$ cat config.mk
export PLATFORM = sky130hd
export DESIGN_NAME = pitm_cfg_regs
export DESIGN_NICKNAME = d
export VERILOG_FILES = /design/src/rtl/core/pitm_pkg.sv /design/src/rtl/core/pitm_cfg_regs.sv
export SDC_FILE = /design/constraint.sdc
export NUM_CORES = 1
export LEC_CHECK = 0
export BUFFER_PORTS_ARGS = -buffer_cell sky130_fd_sc_hd__buf_2
export CAP_MARGIN = 10
export CORE_ASPECT_RATIO = 0.75
export CORE_MARGIN = 5
export CORE_UTILIZATION = 50
export CTS_CLUSTER_DIAMETER = 40
export DETAILED_ROUTE_END_ITERATION = 16
export HOLD_SLACK_MARGIN = 0.03
export PLACE_DENSITY = 0.91
export SLEW_MARGIN = 20
export SYNTH_ARGS = -nofsm -noshare
export SYNTH_HDL_FRONTEND = slang
export SYNTH_SLANG_ARGS = --single-unit
$ cat constraint.sdc
create_clock -name clk -period 3.4 [get_ports clk]
set_clock_uncertainty 0.15 [all_clocks]
set_input_delay 0.68 -clock clk [delete_from_list [all_inputs] [get_ports clk]]
set_output_delay 0.68 -clock clk [all_outputs]
set_load 0.05 [all_outputs]
$ cat src/rtl/core/pitm_pkg.sv
// Shared constants and types for the point-in-triangle margin test.
package pitm_pkg;

  localparam int COORD_WIDTH_DEF = 32;
  localparam int MARGIN_W        = 31;
  localparam int MARGIN_SQ_W     = 2 * MARGIN_W;
  localparam int APB_DATA_W      = 32;
  localparam int APB_ADDR_W      = 4;
  localparam int REG_INDEX_W     = 2;

  localparam logic [REG_INDEX_W-1:0] REG_MARGIN_AB = 2'd0;
  localparam logic [REG_INDEX_W-1:0] REG_MARGIN_BC = 2'd1;
  localparam logic [REG_INDEX_W-1:0] REG_MARGIN_CA = 2'd2;

  typedef struct packed {
    logic [MARGIN_W-1:0] ab;
    logic [MARGIN_W-1:0] bc;
    logic [MARGIN_W-1:0] ca;
  } margin_set_t;

  typedef struct packed {
    logic valid;
    logic pass;
    logic deg;
  } lane_result_t;

endpackage

$ cat src/rtl/core/pitm_cfg_regs.sv
// APB register file holding the three per-edge margins.
module pitm_cfg_regs (
  input  logic                               clk,
  input  logic                               rst_n,
  input  logic                               psel,
  input  logic                               penable,
  input  logic                               pwrite,
  input  logic [pitm_pkg::APB_ADDR_W-1:0]    paddr,
  input  logic [pitm_pkg::APB_DATA_W-1:0]    pwdata,
  output logic [pitm_pkg::APB_DATA_W-1:0]    prdata,
  output logic                               pready,
  output pitm_pkg::margin_set_t              margins
);

  logic [pitm_pkg::MARGIN_W-1:0]    margin_ab_r, margin_ab_nxt;
  logic [pitm_pkg::MARGIN_W-1:0]    margin_bc_r, margin_bc_nxt;
  logic [pitm_pkg::MARGIN_W-1:0]    margin_ca_r, margin_ca_nxt;
  logic [pitm_pkg::REG_INDEX_W-1:0] reg_index;
  logic                             wr_en;
  logic [pitm_pkg::MARGIN_W-1:0]    wr_value;

  assign pready    = 1'b1;
  assign reg_index = paddr[pitm_pkg::APB_ADDR_W-1:2];
  assign wr_en     = psel && penable && pwrite && pready;
  assign wr_value  = pwdata[pitm_pkg::MARGIN_W-1:0];

  always_comb begin
    margin_ab_nxt = margin_ab_r;
    margin_bc_nxt = margin_bc_r;
    margin_ca_nxt = margin_ca_r;
    if (wr_en) begin
      case (reg_index)
        pitm_pkg::REG_MARGIN_AB: margin_ab_nxt = wr_value;
        pitm_pkg::REG_MARGIN_BC: margin_bc_nxt = wr_value;
        pitm_pkg::REG_MARGIN_CA: margin_ca_nxt = wr_value;
        default: ;
      endcase
    end
  end

  always_ff @(posedge clk) begin
    if (!rst_n) begin
      margin_ab_r <= '0;
      margin_bc_r <= '0;
      margin_ca_r <= '0;
    end else begin
      margin_ab_r <= margin_ab_nxt;
      margin_bc_r <= margin_bc_nxt;
      margin_ca_r <= margin_ca_nxt;
    end
  end

  always_comb begin
    case (reg_index)
      pitm_pkg::REG_MARGIN_AB: prdata = {1'b0, margin_ab_r};
      pitm_pkg::REG_MARGIN_BC: prdata = {1'b0, margin_bc_r};
      pitm_pkg::REG_MARGIN_CA: prdata = {1'b0, margin_ca_r};
      default:                 prdata = '0;
    endcase
  end

  assign margins.ab = margin_ab_r;
  assign margins.bc = margin_bc_r;
  assign margins.ca = margin_ca_r;

endmodule

==> metrics.yaml <==
setup_violations: 0
slew_headroom: 0.5967
met2WireLength_mm: 5.266
ff2ff_setup_slack_ns: 2.53
ys_types: 15
first_iter_violations: 272
die_w_um: 114.4
grt_max_degree: 55
synth_fp_nets: 487
synth_most_common_cell: "nand2_1"
r2r-start: "margin_bc_r[5]$_SDFFE_PN0P_"
drv_cap: 0
ys.flop_type: "dfxtp_1"
grt_overflow_total: 0
power_mw: 2.133
cts_resized: 0
gp_congestion: 0.8219
ios: 167
critPathMaxFanout: 21
dr.pass1.iters: 4
clockRootBuffer: "clkbuf_8"
synth-edff-count: 0
wl_met1_mm: 4.912
top_layer: "met4"
grt_antenna_before_repair: 0
worstHoldStart: "margin_ab_r[13]$_SDFFE_PN0P_"
synth.area.top_cells: "dfxtp_1, mux2i_1, nand2_1, o21ai_0, clkbuf_1"
worst_setup_path_end_kind: "output port"
maxSlewViolCount: 0
drt.antenna.violating_nets: 0
synth-async-reset-ratio: 0
dp_slack_ns: 0.5026
avgSynthCellArea_sq_um: 9.165
cts_inserted_buffers: 9
die-area_sq_mm: 0.01010
arrival_ns: 2.08
crit_end: "prdata[16]"
synthCells: 446
fmax_mhz: 343.3
cts_max_level: 3
worst_pin_slew_ns: 0.6050
port_buffers: 161
dr_wl_met3_um: 928
min_path_cells: 2
drive_above_1_share: 0.3216
core_area_sq_mm: 0.007918
yosys_warnings: 0
netlist_area_sq_mm: 0.004088
r2r-end: "margin_bc_r[5]$_SDFFE_PN0P_"
outcome: "finished clean"
cts_num_sinks: 93
grt_usage: 0.2185
postCtsHoldBufs: 0
worstSetupStartpoint: "paddr[2]"
cts_tree: "built"
n_antenna_cell: 0
post-route-drc-count: 0
hold_class: "flop to flop"
min_period_ns: 2.913
die-height_um: 88.31
start_kind: "primary input"
wl_per_cell_um: 16.00
area_growth_pct: 26.38
rsz0062_at_grt: "false"
cts_buffer_depth: 2
power.density_mw_per_mm2: 412.8
yosys_register_bits: 93
clk_latency_ns: 0.35
finalCritPeriodShare: 0.8569
r2r_cells: 2
numPlacedInstances: 686
ys_seq_area_frac: 0.4555
routed_wl_mm: 11.23
yosysTopAreaCellShare: 0.4555
holdWs_ns: 0.3268
dp_hpwl_mm: 7.908
critPathKind: "primary input to output port"
synth_largest_area_cell: "dfxtp_1"
ir_worst_vdd_mv: 0.2848
fin_nets: 633
fin_ws_ns: 0.4867
start_util: 0.5163
grt_pass1_vias: 3616
path_clk_slew_ns: 0.09
post_cts_buffers: 0
worstPathRequired_ns: 2.57
rows: 28
synth_common_cells: "nand2_1, mux2i_1, dfxtp_1, o21ai_0, clkbuf_1"
hold_viol: 0
tns_ns: 0
viasPerCell: 5.276
fin_cells: 702
grt_pass1_wl_mm: 17.67
leakagePower_nw: 2.573
vias: 3704
-- cells by family (layout without fill, tap and decap cells) --
| kind of cell | count (synthesis) | count (layout) | share of synthesized area |
|---|---|---|---|
| buf+inv | 36 | 187 | 0.04714 |
| flops | 93 | 93 | 0.4555 |
| compound gates | 31 | 31 | 0.03796 |
| mux | 124 | 124 | 0.3036 |
| simple gates | 160 | 160 | 0.1540 |
| other cells | 2 | 2 | 0.001837 |
-- worst min path at each step --
| stage | end | slack [ns] |
|---|---|---|
| 2_1_floorplan | margin_ab_r[11]$_SDFFE_PN0P_ | 0.53 |
| 3_3_place_gp | margin_ca_r[6]$_SDFFE_PN0P_ | 0.31 |
| 3_5_place_dp | margin_ab_r[13]$_SDFFE_PN0P_ | 0.31 |
| 4_1_cts | margin_ab_r[1]$_SDFFE_PN0P_ | 0.33 |
| 5_1_grt | margin_ab_r[30]$_SDFFE_PN0P_ | 0.34 |
| 6_report | margin_ab_r[13]$_SDFFE_PN0P_ | 0.33 |
-- power breakdown --
part	switching [mW]	internal [mW]
combinational	0.165	0.0657
clock	0.399	0.390
sequential	0.0113	1.10
total	0.575	1.56
-- per-layer routing --
layer  vias to the layer above  GRT usage
li1                       1768          -
met1                      1771     0.2709
met2                       153     0.3698
met3                        12    0.06630
met4                         0    0.06580
met5                         -          0
-- critical path, cell delays in order --
cell     delay (ns)
buf_2          0.46
buf_12         0.28
mux2i_1        0.10
o21ai_0        0.22
buf_2          0.32
-- state kept, by name (all words and copies together), names as in the netlist --
register,count
margin_bc_r,31
margin_ca_r,31
margin_ab_r,31
-- cells in the final DEF, fill, tap and decap left out --
cell type / instances
nor3b_4: 1
mux2i_1: 124
bufinv_16: 1
clkinv_4: 1
or3b_2: 1
buf_12: 2
o21ai_0: 31
buf_4: 9
dfxtp_1: 93
buf_2: 160
conb_1: 2
nand3_2: 1
nor3_4: 1
clkbuf_8: 11
inv_6: 3
nor2b_2: 1
nand2_1: 155
-- layout make-up --
| type | instances | area, sq um |
|---|---|---|
| well taps | 105 | 131.4 |
| multi-input cells | 317 | 2048 |
| clock inverters | 5 | 65.06 |
| fillers | 658 | 2751 |
| clock buffers | 11 | 151.4 |
| flip-flops and latches | 93 | 1862 |
| repair buffers | 171 | 908.4 |
-- stage by stage --
| step | instance area [sq um] | util |
|---|---|---|
| floorplan | 4088 | - |
| global placement | 4950 | 0.6252 |
| detailed placement | 4950 | 0.6252 |
| CTS | 5166 | 0.6525 |
| global route | 5166 | 0.6525 |
| finish | 5166 | 0.6525 |
(Power assumes the default switching activity.)
